[config.mk]
export PLATFORM = sky130hd
export DESIGN_NAME = char_lcd_i2c_expander_sequencer_core
export DESIGN_NICKNAME = d
export VERILOG_FILES = /design/src/design/lcdexp_pkg.sv /design/src/design/lcdexp_front.sv /design/src/design/lcdexp_fifo.sv /design/src/design/lcdexp_back.sv /design/src/design/char_lcd_i2c_expander_sequencer_core.sv
export SDC_FILE = /design/constraint.sdc
export NUM_CORES = 1
export LEC_CHECK = 0
export BUFFER_PORTS_ARGS = -buffer_cell sky130_fd_sc_hd__clkbuf_2
export CAP_MARGIN = 20
export CORE_UTILIZATION = 51
export DETAILED_ROUTE_END_ITERATION = 8
export GPL_ROUTABILITY_DRIVEN = 0
export PLACE_DENSITY = 0.78
export REMOVE_ABC_BUFFERS = 1
export SETUP_SLACK_MARGIN = 0.5
export SKIP_LAST_GASP = 1
export SLEW_MARGIN = 20
export SYNTH_ARGS = -nofsm -noshare
export SYNTH_HDL_FRONTEND = slang
export SYNTH_HIERARCHICAL = 1
export SYNTH_SLANG_ARGS = --single-unit
[constraint.sdc]
create_clock -name clk_i -period 2.8 [get_ports clk_i]
set_input_delay 0.56 -clock clk_i [delete_from_list [all_inputs] [get_ports clk_i]]
set_output_delay 0.56 -clock clk_i [all_outputs]
set_load 0.03 [all_outputs]
[src/design/lcdexp_pkg.sv]
// Package for the character LCD expander sequencer: command codes, LCD
// constants, the queue descriptor type and the init nibble table.
// No dependencies.
`timescale 1ns / 1ps

package lcdexp_pkg;

  // Command codes carried in the input kind field
  typedef enum logic [1:0] {
    CMD_INIT = 2'd0,
    CMD_TEXT = 2'd1,
    CMD_POS  = 2'd2,
    CMD_RAW  = 2'd3
  } cmd_e;

  // Segment codes of a non-init run (index bits [2:1] in the back end)
  localparam logic [1:0] SEG_MAIN  = 2'd0;
  localparam logic [1:0] SEG_LINE2 = 2'd1;
  localparam logic [1:0] SEG_DISP  = 2'd2;

  // LCD command bytes
  localparam logic [7:0] LCD_SET_DDRAM = 8'h80;
  localparam logic [7:0] LCD_LINE1_OFS = 8'h40;
  localparam logic [7:0] LCD_LINE2_CMD = 8'hC0;
  localparam logic [7:0] LCD_DISP_ON   = 8'h0F;

  // Expander bit positions and init length
  localparam logic       EXP_BACKLIGHT = 1'b1;
  localparam logic       EXP_RW        = 1'b0;
  localparam logic [3:0] INIT_LAST_NIB = 4'd13;
  localparam logic [6:0] SLAVE_ADDR_RST = 7'h27;

  // Defaults handed to the top level parameters
  localparam int LINE_LENGTH_DEF = 16;
  localparam int QUEUE_DEPTH_DEF = 2;

  // One classified request as it waits for the back end
  typedef struct packed {
    logic       init;     // run the init sequence
    logic       rs;       // register select of the main byte
    logic [7:0] data;     // main byte
    logic       line2;    // append the second-line command
    logic       disp_on;  // append the display-on command
  } desc_t;

  // Init sequence: 3,3,3,2 then 0x28,0x08,0x01,0x0F,0x01 as nibbles
  function automatic logic [3:0] init_nibble(input logic [3:0] idx);
    logic [3:0] nib;
    case (idx)
      4'd0, 4'd1, 4'd2: nib = 4'h3;
      4'd3, 4'd4:       nib = 4'h2;
      4'd5, 4'd7:       nib = 4'h8;
      4'd9, 4'd13:      nib = 4'h1;
      4'd11:            nib = 4'hF;
      default:          nib = 4'h0;
    endcase
    return nib;
  endfunction

endpackage

[src/design/lcdexp_front.sv]
// Front end: accepts requests, tracks the text column and builds the
// descriptor for the back end. Depends on lcdexp_pkg.
`timescale 1ns / 1ps

module lcdexp_front #(
  parameter int LINE_LENGTH = lcdexp_pkg::LINE_LENGTH_DEF
) (
  input  logic                clk_i,
  input  logic                rst_ni,
  input  logic                accept_i,
  input  lcdexp_pkg::cmd_e    cmd_i,
  input  logic [7:0]          value_i,
  input  logic                line_i,
  input  logic                first_i,
  input  logic                last_i,
  output lcdexp_pkg::desc_t   desc_o
);

  localparam int CW = $clog2(LINE_LENGTH + 1);
  localparam logic [CW-1:0] COL_WRAP = CW'(LINE_LENGTH - 1);
  localparam logic [CW-1:0] COL_MAX  = CW'(LINE_LENGTH);

  logic [CW-1:0] col_q, col_d, col_cur;

  // Column seen by this character, first mark restarts the count
  assign col_cur = first_i ? '0 : col_q;

  // Classify the request
  always_comb begin
    desc_o         = '0;
    col_d          = col_q;
    case (cmd_i)
      lcdexp_pkg::CMD_INIT: begin
        desc_o.init = 1'b1;
      end
      lcdexp_pkg::CMD_TEXT: begin
        desc_o.rs      = 1'b1;
        desc_o.data    = value_i;
        desc_o.line2   = (col_cur == COL_WRAP);
        desc_o.disp_on = last_i;
        col_d          = (col_cur < COL_MAX) ? col_cur + CW'(1) : col_cur;
      end
      lcdexp_pkg::CMD_POS: begin
        desc_o.data = lcdexp_pkg::LCD_SET_DDRAM | value_i |
                      (line_i ? lcdexp_pkg::LCD_LINE1_OFS : 8'h00);
      end
      default: begin
        desc_o.data = value_i;
      end
    endcase
  end

  // Column counter, saturates at the line length
  always_ff @(posedge clk_i or negedge rst_ni) begin
    if (!rst_ni) begin
      col_q <= '0;
    end else if (accept_i) begin
      col_q <= col_d;
    end
  end

endmodule

[src/design/lcdexp_fifo.sv]
// Short descriptor queue between front and back end.
// Depends on lcdexp_pkg.
`timescale 1ns / 1ps

module lcdexp_fifo #(
  parameter int DEPTH = lcdexp_pkg::QUEUE_DEPTH_DEF
) (
  input  logic              clk_i,
  input  logic              rst_ni,
  input  logic              push_i,
  input  lcdexp_pkg::desc_t wdata_i,
  output logic              full_o,
  input  logic              pop_i,
  output logic              valid_o,
  output lcdexp_pkg::desc_t rdata_o
);

  localparam int PW = (DEPTH > 1) ? $clog2(DEPTH) : 1;
  localparam int CW = $clog2(DEPTH + 1);
  localparam logic [PW-1:0] PTR_LAST = PW'(DEPTH - 1);
  localparam logic [CW-1:0] CNT_FULL = CW'(DEPTH);

  lcdexp_pkg::desc_t mem_q [DEPTH];
  logic [PW-1:0] wptr_q, rptr_q;
  logic [CW-1:0] cnt_q;

  assign full_o  = (cnt_q == CNT_FULL);
  assign valid_o = (cnt_q != '0);
  assign rdata_o = mem_q[rptr_q];

  // Storage, payload only
  always_ff @(posedge clk_i) begin
    if (push_i) begin
      mem_q[wptr_q] <= wdata_i;
    end
  end

  // Pointers and fill count
  always_ff @(posedge clk_i or negedge rst_ni) begin
    if (!rst_ni) begin
      wptr_q <= '0;
      rptr_q <= '0;
      cnt_q  <= '0;
    end else begin
      if (push_i) begin
        wptr_q <= (wptr_q == PTR_LAST) ? '0 : wptr_q + PW'(1);
      end
      if (pop_i) begin
        rptr_q <= (rptr_q == PTR_LAST) ? '0 : rptr_q + PW'(1);
      end
      if (push_i && !pop_i) begin
        cnt_q <= cnt_q + CW'(1);
      end else if (pop_i && !push_i) begin
        cnt_q <= cnt_q - CW'(1);
      end
    end
  end

endmodule

[src/design/lcdexp_back.sv]
// Back end: walks the nibbles of one descriptor and emits three expander
// bytes per nibble into the output register. Depends on lcdexp_pkg.
`timescale 1ns / 1ps

module lcdexp_back (
  input  logic              clk_i,
  input  logic              rst_ni,
  input  logic              q_valid_i,
  input  lcdexp_pkg::desc_t q_desc_i,
  output logic              q_pop_o,
  input  logic [6:0]        slave_addr_i,
  output logic              out_valid_o,
  input  logic              out_ready_i,
  output logic [6:0]        out_addr_o,
  output logic [7:0]        out_byte_o,
  output logic              out_last_o
);

  lcdexp_pkg::desc_t desc_q;
  logic       busy_q, busy_d;
  logic [3:0] idx_q, idx_d;
  logic [1:0] ph_q, ph_d;
  logic       ov_q;
  logic [6:0] addr_q;
  logic [7:0] byte_q;
  logic       last_q;

  logic       adv, step, nib_last, run_last;
  logic [1:0] seg, seg_next;
  logic       seg_none;
  logic [7:0] cur_byte, exp_byte;
  logic [3:0] nib;
  logic       rs;

  assign adv      = !ov_q || out_ready_i;
  assign step     = busy_q && adv;
  assign seg      = idx_q[2:1];

  // Segment after the current one in a non-init run
  always_comb begin
    seg_none = 1'b0;
    seg_next = lcdexp_pkg::SEG_DISP;
    case (seg)
      lcdexp_pkg::SEG_MAIN: begin
        if (desc_q.line2) seg_next = lcdexp_pkg::SEG_LINE2;
        else if (!desc_q.disp_on) seg_none = 1'b1;
      end
      lcdexp_pkg::SEG_LINE2: begin
        if (!desc_q.disp_on) seg_none = 1'b1;
      end
      default: seg_none = 1'b1;
    endcase
  end

  // Current nibble and expander byte
  always_comb begin
    case (seg)
      lcdexp_pkg::SEG_MAIN:  cur_byte = desc_q.data;
      lcdexp_pkg::SEG_LINE2: cur_byte = lcdexp_pkg::LCD_LINE2_CMD;
      default:               cur_byte = lcdexp_pkg::LCD_DISP_ON;
    endcase
    if (desc_q.init) begin
      nib      = lcdexp_pkg::init_nibble(idx_q);
      rs       = 1'b0;
      nib_last = (idx_q == lcdexp_pkg::INIT_LAST_NIB);
    end else begin
      nib      = idx_q[0] ? cur_byte[3:0] : cur_byte[7:4];
      rs       = (seg == lcdexp_pkg::SEG_MAIN) && desc_q.rs;
      nib_last = idx_q[0] && seg_none;
    end
    exp_byte = {nib, lcdexp_pkg::EXP_BACKLIGHT, (ph_q == 2'd1),
                lcdexp_pkg::EXP_RW, rs};
  end

  assign run_last = nib_last && (ph_q == 2'd2);
  assign q_pop_o  = q_valid_i && (!busy_q || (step && run_last));

  // Phase and nibble counters
  always_comb begin
    busy_d = busy_q;
    idx_d  = idx_q;
    ph_d   = ph_q;
    if (step) begin
      if (ph_q != 2'd2) begin
        ph_d = ph_q + 2'd1;
      end else begin
        ph_d = 2'd0;
        if (run_last) begin
          busy_d = 1'b0;
        end else if (desc_q.init || !idx_q[0]) begin
          idx_d = idx_q + 4'd1;
        end else begin
          idx_d = {1'b0, seg_next, 1'b0};
        end
      end
    end
    if (q_pop_o) begin
      busy_d = 1'b1;
      idx_d  = '0;
      ph_d   = 2'd0;
    end
  end

  // Sequencer control
  always_ff @(posedge clk_i or negedge rst_ni) begin
    if (!rst_ni) begin
      busy_q <= 1'b0;
      idx_q  <= '0;
      ph_q   <= '0;
      ov_q   <= 1'b0;
    end else begin
      busy_q <= busy_d;
      idx_q  <= idx_d;
      ph_q   <= ph_d;
      if (adv) begin
        ov_q <= busy_q;
      end
    end
  end

  // Descriptor and output payload
  always_ff @(posedge clk_i) begin
    if (q_pop_o) begin
      desc_q <= q_desc_i;
    end
    if (step) begin
      addr_q <= slave_addr_i;
      byte_q <= exp_byte;
      last_q <= run_last;
    end
  end

  assign out_valid_o = ov_q;
  assign out_addr_o  = addr_q;
  assign out_byte_o  = byte_q;
  assign out_last_o  = last_q;

endmodule

[src/design/char_lcd_i2c_expander_sequencer_core.sv]
// Top level of the character LCD sequencer for an I2C port expander.
// Depends on lcdexp_pkg, lcdexp_front, lcdexp_fifo and lcdexp_back.
//
//   Channel   Direction  Handshake          Payload
//   s_axis    in         tvalid/tready      tdata, tuser, tlast (request)
//   m_axis    out        tvalid/tready      tdata, tlast (expander byte)
//   cfg       in         cfg_we_i           cfg_wdata_i (slave address)
//
// One expander byte leaves per cycle while the sink is ready: a text
// character is 6, 12 or 18 expander bytes, a command 6, init 42, as
// the back-end nibble sequencer emits them; the front takes a request in
// any cycle the descriptor queue has room, so runs follow with no gap.
// Reset clears the queue, the column counter and the sequencer, and sets
// the slave address to 0x27. A stalled sink holds the output register and
// the sequencer; requests keep queuing until the queue fills.
`timescale 1ns / 1ps

module char_lcd_i2c_expander_sequencer_core #(
  parameter int LINE_LENGTH = lcdexp_pkg::LINE_LENGTH_DEF,
  parameter int QUEUE_DEPTH = lcdexp_pkg::QUEUE_DEPTH_DEF
) (
  input  logic        clk_i,
  input  logic        rst_ni,
  input  logic        cfg_we_i,
  input  logic [6:0]  cfg_wdata_i,
  input  logic        s_axis_tvalid,
  output logic        s_axis_tready,
  input  logic [15:0] s_axis_tdata,   // [7:0] value, [8] line, rest zero
  input  logic [2:0]  s_axis_tuser,   // [1:0] cmd, [2] first_of_text
  input  logic        s_axis_tlast,   // last_of_text
  output logic        m_axis_tvalid,
  input  logic        m_axis_tready,
  output logic [15:0] m_axis_tdata,   // [6:0] device_address, [14:7] expander_byte
  output logic        m_axis_tlast    // last_of_run
);

  logic [6:0]        slave_addr_q;
  logic              s_accept, q_full, q_valid, q_pop;
  lcdexp_pkg::desc_t front_desc, q_desc;
  logic [6:0]        out_addr;
  logic [7:0]        out_byte;

  assign s_axis_tready = !q_full;
  assign s_accept      = s_axis_tvalid && !q_full;

  // Slave address register
  always_ff @(posedge clk_i or negedge rst_ni) begin
    if (!rst_ni) begin
      slave_addr_q <= lcdexp_pkg::SLAVE_ADDR_RST;
    end else if (cfg_we_i) begin
      slave_addr_q <= cfg_wdata_i;
    end
  end

  lcdexp_front #(
    .LINE_LENGTH (LINE_LENGTH)
  ) u_front (
    .clk_i    (clk_i),
    .rst_ni   (rst_ni),
    .accept_i (s_accept),
    .cmd_i    (lcdexp_pkg::cmd_e'(s_axis_tuser[1:0])),
    .value_i  (s_axis_tdata[7:0]),
    .line_i   (s_axis_tdata[8]),
    .first_i  (s_axis_tuser[2]),
    .last_i   (s_axis_tlast),
    .desc_o   (front_desc)
  );

  lcdexp_fifo #(
    .DEPTH (QUEUE_DEPTH)
  ) u_fifo (
    .clk_i   (clk_i),
    .rst_ni  (rst_ni),
    .push_i  (s_accept),
    .wdata_i (front_desc),
    .full_o  (q_full),
    .pop_i   (q_pop),
    .valid_o (q_valid),
    .rdata_o (q_desc)
  );

  lcdexp_back u_back (
    .clk_i        (clk_i),
    .rst_ni       (rst_ni),
    .q_valid_i    (q_valid),
    .q_desc_i     (q_desc),
    .q_pop_o      (q_pop),
    .slave_addr_i (slave_addr_q),
    .out_valid_o  (m_axis_tvalid),
    .out_ready_i  (m_axis_tready),
    .out_addr_o   (out_addr),
    .out_byte_o   (out_byte),
    .out_last_o   (m_axis_tlast)
  );

  assign m_axis_tdata = {1'b0, out_byte, out_addr};

endmodule

==> flow_summary.toml, run 1 <==
[sta]
skew_ps = 12.5
grt_setup_unrepaired = "false"
fmax_ghz = 0.474
setup_viol = 0
relSlewSlack_pct = 53.3
hold_viol = 0
setup-tns-final_ps = 0
period_minus_slack_ps = 2110
drv_slew = 0
fin_crit_sh_pct = 75.4
worst_slew_pin_slew_ps = 700
final.setup.worst_slack_ps = 690

[worst_setup_path]
reg2reg_to = "u_fifo/cnt_q[1]$_DFFE_PN0P_"
path_common_cell = "ha_1"
crit_family = "compound AO/OA/AOI/OAI gates"
startpoint_type = "flip-flop"
r2r_slack_ps = 690
cp.required_ps = 3070
path_cells = "inv_2 > ha_1 > nand3_1 > a21oi_4 > o21bai_1 > a21oi_2 > inv_1 > ha_1 > nor2_1 > xor2_1"
crit_cells = 10
r2r_start = "u_back/idx_q[1]$_DFFE_PN0P_"
crit_type = "reg -> reg"
slowest_delay_ps = 450
critPathMaxFanout = 6
endpoint_kind = "flip-flop"
crit_buf_inv = 2
worstPathArrival_ps = 2380
r2r_cells = 10
cpMaxStageDelayCell = "dfrtp_2"

[place]
dp_slack_ps = 400
port_buffers = 40
hpwl_mm = 3.47

[yosys]
synth-seq-cells = 74
synth-xor-area-share_pct = 1.29
synth_cells = 242
ys.flop_type = "edfxtp_1"
synth_area_sq_um = 3400
synth_top_family_by_area = "multiplexers"
synth_enable_flop_cells = 50
yosys.area_share.simple_pct = 9.72
synthAdderAreaFrac_pct = 2.58
ys_warn_count = 6
async_reset_ff_share_pct = 32.4
synth_cell_types = 56
muxShareOfSynthArea_pct = 10.6
ys_seq_area_share_pct = 62.0
syn_area_per_cell_sq_um = 14.0
synth_compound_area_share_pct = 9.39

[power_and_ir_drop]
leakagePower_nw = 1.59
cellPowerDensity_nw_per_um2 = 883
finalPower_mw = 3.43
ir_drop_mv = 0.462

[cells_and_area]
antenna_cells = 0
area_delta_synth_final_pct = 14.3
fin_nets = 326
drive_gt1_share_pct = 35.6

[clock_network]
clockBufferDepth = 2
cts_htree_levels = 3
clkSinkCount = 74
clock_latency_ps = 360
numCtsBuffers = 9
root_buffer = "clkbuf_8"
path_clk_slew_ps = 70
cts_tree = "done"

[floorplanning]
io_pins = 51
start_util_pct = 53.2
core_area_sq_um = 6390
fp.dieH_microns = 83.6
die_width_microns = 83.6
placementRows = 29
die-area_sq_um = 6990

[outcome]
status = "finished, final reports clean"

[drt]
wl_per_cell_microns = 14.0
drt-pass1-iter-count = 4
vias_per_cell = 5.34
drcViolationCount = 0
drt_wl_total_mm = 5.17
vias = 1971
ant_nets = 0
drt_iter0_markers = 131

[grt]
grt_max_degree = 25
antenna_found_initial = 0
grt_pass1_wl_mm = 8.74
grt-ovfl-total = 0
grtUsageTotal_pct = 16.3
grt_pass1_vias = 1887

[flow_run]
max_cap_violations = 0

[worst_hold_path]
hold_class = "in -> async"
[layout by cell type (no fill, tap or decap), drive strengths merged, types with 7 or more instances in the layout]
master / instances
clkbuf: 50
o21ai: 15
dfrtp: 20
ha: 7
mux2: 22
nor2: 10
a21oi: 9
inv: 11
nor2b: 17
edfxtp: 50
nand2: 8
buf: 7
[layout make-up]
| cell class | instances | area (sq um) |
|---|---|---|
| clock buffer | 10 | 128 |
| clock inverter | 6 | 82.6 |
| fill | 514 | 2500 |
| inverter | 11 | 41.3 |
| multi-input combinational | 144 | 1170 |
| sequential | 74 | 2110 |
| tap | 77 | 96.3 |
| timing repair buffer | 47 | 253 |
[report_power, final]
part           switching [mW]  internal [mW]
registers               0.192           1.45
logic                   0.473          0.433
clock network           0.381          0.497
total                    1.05           2.38
[how the worst max path moves through the flow]
stage                           startpoint                          end  slack (ps)
2_1_floorplan  u_back/idx_q[0]$_DFFE_PN0P_  u_fifo/cnt_q[1]$_DFFE_PN0P_           8
3_3_place_gp   u_back/idx_q[1]$_DFFE_PN0P_  u_fifo/cnt_q[1]$_DFFE_PN0P_         490
3_5_place_dp   u_back/idx_q[1]$_DFFE_PN0P_  u_fifo/cnt_q[1]$_DFFE_PN0P_         400
4_1_cts        u_back/idx_q[1]$_DFFE_PN0P_  u_fifo/cnt_q[1]$_DFFE_PN0P_         500
5_1_grt        u_back/idx_q[1]$_DFFE_PN0P_  u_fifo/cnt_q[1]$_DFFE_PN0P_         490
6_report       u_back/idx_q[1]$_DFFE_PN0P_  u_fifo/cnt_q[1]$_DFFE_PN0P_         690
[metal layers]
| layer | up-vias | wire, microns | GRT usage (%) |
|---|---|---|---|
| li1 | 971 | - | - |
| met1 | 936 | 2340 | 20.3 |
| met2 | 55 | 2460 | 25.5 |
| met3 | 9 | 226 | 3.96 |
| met4 | 0 | 143 | 10.3 |
| met5 | - | 0 | 0 |
[stage by stage]
stage | hold WS [ps] | util, % | cells | instance area [sq um]
5_1_grt | 251 | 60.8 | 369 | 3880
2_1_floorplan | 264 | - | 229 | 3300
3_3_place_gp | 428 | 56.8 | 350 | 3630
3_5_place_dp | 435 | 56.8 | 350 | 3630
6_report | 209 | 60.8 | 369 | 3880
4_1_cts | 221 | 60.2 | 366 | 3850
[registers in the layout, indices dropped and copies added, names as in the netlist]
name / count
slave_addr_q: 7
u_back/busy_q: 1
u_back/desc_q: 12
u_back/idx_q: 4
u_back/out_addr_o: 7
u_back/out_byte_o: 6
u_back/out_last_o: 1
u_back/out_valid_o: 1
u_back/ph_q: 2
u_fifo/cnt_q: 2
u_fifo/mem_q: 24
u_fifo/rptr_q: 1
u_fifo/wptr_q: 1
u_front/col_q: 5
[cell families after synthesis]
| kind of cell | count (synthesis) |
|---|---|
| XOR/XNOR | 5 |
| AND/OR/NAND/NOR | 56 |
| flip-flops | 74 |
| other | 3 |
| buffers and inverters | 24 |
| multiplexers | 27 |
| adder cells (fa/ha/maj) | 7 |
| AO/OA/AOI/OAI | 46 |
[timing repair]
item,in CTS,in global routing
buffers inserted,0,3
endpoints found under the setup margin,2,2
resized for setup,2,3
endpoints found under the hold margin,0,0
pin swaps,1,2
gates cloned,0,0
hold buffers,0,0
[cells in the mapped netlist (2+ instances only)]
library cell / count / area (sq um)
a21oi_1: 8 / 40.0
and4b_1: 2 / 20.0
a22oi_1: 2 / 15.0
dfstp_2: 4 / 105
mux2i_1: 5 / 50.1
buf_2: 4 / 20.0
nor2b_1: 17 / 106
nand3_1: 3 / 15.0
ha_1: 7 / 87.6
a21o_1: 2 / 15.0
inv_1: 9 / 33.8
buf_6: 3 / 33.8
o21a_1: 2 / 15.0
conb_1: 3 / 11.3
inv_2: 2 / 7.51
o21ai_0: 14 / 70.1
nor2_1: 10 / 37.5
dfrtp_1: 20 / 500
xor2_1: 4 / 35.0
and2_1: 4 / 25.0
nor4b_1: 2 / 17.5
mux2_2: 5 / 56.3
mux2_4: 17 / 255
o21bai_1: 2 / 15.0
nand2_1: 7 / 26.3
buf_4: 5 / 37.5
edfxtp_1: 50 / 1500
[worst register-to-register path, delay by kind of cell, from the launching register on]
| kind | cells | cell delay [ps] |
|---|---|---|
| adder cells (fa/ha/maj) | 2 | 480 |
| buffers and inverters | 2 | 180 |
| AO/OA/AOI/OAI | 3 | 500 |
| AND/OR/NAND/NOR | 2 | 270 |
| flip-flops | 1 | 450 |
| XOR/XNOR | 1 | 160 |
No activity file was read; power rests on OpenSTA's default activity.
==> run 2: changes to the inputs <==
--- a/config.mk
+++ b/config.mk
@@ -7,10 +7,10 @@
 export LEC_CHECK = 0
 export BUFFER_PORTS_ARGS = -buffer_cell sky130_fd_sc_hd__clkbuf_2
 export CAP_MARGIN = 20
-export CORE_UTILIZATION = 51
+export CORE_UTILIZATION = 56
 export DETAILED_ROUTE_END_ITERATION = 8
 export GPL_ROUTABILITY_DRIVEN = 0
-export PLACE_DENSITY = 0.78
+export PLACE_DENSITY = 0.82
 export REMOVE_ABC_BUFFERS = 1
 export SETUP_SLACK_MARGIN = 0.5
 export SKIP_LAST_GASP = 1
==> constraint.sdc (replaced) <==
create_clock -name clk_i -period 2 [get_ports clk_i]
set_input_delay 0.4 -clock clk_i [delete_from_list [all_inputs] [get_ports clk_i]]
set_output_delay 0.4 -clock clk_i [all_outputs]
set_load 0.03 [all_outputs]
==> flow_summary.toml, run 2 (synthesis results as in run 1) <==
[clock_network]
clkSinkCount = 74
cts_htree_levels = 3
path_clk_slew_ps = 80
cts_tree = "done"
clock_latency_ps = 350
clockBufferDepth = 2
hold_buffers = 0
root_buffer = "clkbuf_8"
numCtsBuffers = 9

[sta]
fmax_ghz = 0.520
relSlewSlack_pct = 56.6
hold_ws_ps = 59.1
hold_viol = 0
drv_slew = 0
setup-tns-final_ps = 0
setup_viol = 0
period_minus_slack_ps = 1920
skew_ps = 11.3
worst_slew_pin_slew_ps = 651
grt_setup_unrepaired = "true"
fin_crit_sh_pct = 96.2

[grt]
antenna_found_initial = 0
grt-ovfl-total = 0
grt_max_degree = 25
grt_pass1_wl_mm = 9.38
grtUsageTotal_pct = 20.1
grt_pass1_vias = 2018

[cells_and_area]
final_common_cell = "edfxtp_1"
area_delta_synth_final_pct = 25.5
largest_reg_flops = 24
mostFrequentLayoutCells = "50 x edfxtp_1, 39 x clkbuf_2, 28 x buf_4"
multiInputGateArea_sq_um = 1310
final_area_sq_um = 4260
drive_gt1_share_pct = 47.0
fin_nets = 355
antenna_cells = 0
fillers = 400
regMostFlops = "u_fifo/mem_q"
final_cells = 396
top_regs = "u_fifo/mem_q: 24 flops, u_back/desc_q: 12 flops"
seqCellArea_sq_um = 2110

[worst_setup_path]
crit_type = "reg -> reg"
startpoint_type = "flip-flop"
cp.required_ps = 2240
critPathMaxFanout = 3
worstPathArrival_ps = 2160
endpoint_kind = "flip-flop"

[floorplanning]
fp.dieH_microns = 79.9
placementRows = 28
io_pins = 51
die-area_sq_um = 6380
die_width_microns = 79.9
start_util_pct = 57.7
core_area_sq_um = 5890

[place]
hpwl_mm = 3.66
port_buffers = 40
place_area_sq_um = 3720
post-place-cells = 360

[drt]
vias = 2137
drt-pass1-iter-count = 4
ant_nets = 0
drt_iter0_markers = 114
wl_per_cell_microns = 15.7
drt_wl_total_mm = 6.24
drcViolationCount = 0
vias_per_cell = 5.40

[power_and_ir_drop]
cellPowerDensity_nw_per_um2 = 1240
leakagePower_nw = 1.75
ir_drop_mv = 0.754
finalPower_mw = 5.28

[worst_hold_path]
hold_class = "in -> async"

[outcome]
status = "finished, final reports clean"

[flow_run]
max_cap_violations = 0
[run 2: cell count changes in the layout (fill, tap and decap cells not counted), moves of 3 or more]
cell	before	now
buf_4	7	28
ha_1	7	1
buf_6	0	7
ha_4	0	5
nor2b_1	17	14
[run 2: path summary, 6_finish.rpt]
kind	cells past startpoint	slack (ps)	start	endpoint
max in group asynchronous	1	1510	rst_ni	slave_addr_q[3]$_DFFE_PN0P_
max	10	80	u_back/idx_q[0]$_DFFE_PN0P_	u_fifo/cnt_q[1]$_DFFE_PN0P_
min in group clk_i	2	280	cfg_wdata_i[0]	slave_addr_q[0]$_DFFE_PN1P_
max reg2reg	10	80	u_back/idx_q[0]$_DFFE_PN0P_	u_fifo/cnt_q[1]$_DFFE_PN0P_
min reg2reg	0	460	slave_addr_q[3]$_DFFE_PN0P_	u_back/out_addr_o[3]$_DFFE_PP_
min	1	60	rst_ni	u_fifo/rptr_q$_DFFE_PN0P_
[run 2: final cells by class]
class                      count  share of cell area (%)
sequential                    74                    49.4
multi-input combinational    144                    30.6
timing repair buffer          76                    12.0
clock buffer                   9                    2.91
tap                           75                    2.20
clock inverter                 7                    1.82
inverter                      11                    1.03
[run 2: layer usage]
| metal | GRT usage, % | routed length [microns] |
|---|---|---|
| met4 | 10.7 | 200 |
| met2 | 33.9 | 3200 |
| met1 | 24.1 | 2570 |
| met3 | 4.46 | 263 |
| met5 | 0 | 0 |
[run 2: power breakdown]
part	total, mW	internal (mW)	switching [mW]
Sequential	2.22	2.03	0.189
Combinational	1.89	0.956	0.939
Clock	1.16	0.586	0.577
Total	5.28	3.57	1.70
[run 2: critical path, cell delays in order, from the launching register on]
cell      delay [ps]
dfrtp_1          400
buf_4            140
nand2b_4          90
a211oi_4         340
o21bai_4          90
a21oi_2          180
inv_2             60
ha_4             150
xor2_1           140
nor2_1            70
xor2_1           150
[run 2: timing repair]
item | 4_1_cts | 5_1_grt
setup endpoints to repair | 54 | 54
pin swaps | 12 | 14
gates cloned | 2 | 0
resized for setup | 21 | 25
buffers inserted | 10 | 8
[run 2: per-stage QoR]
stage                     setup WS [ps]  util, %
after floorplan                    -792        -
after CTS                           164     69.1
final                              76.4     72.4
after global routing              -14.1     72.4
after detailed placement           89.0     63.1
after global placement              146     63.1
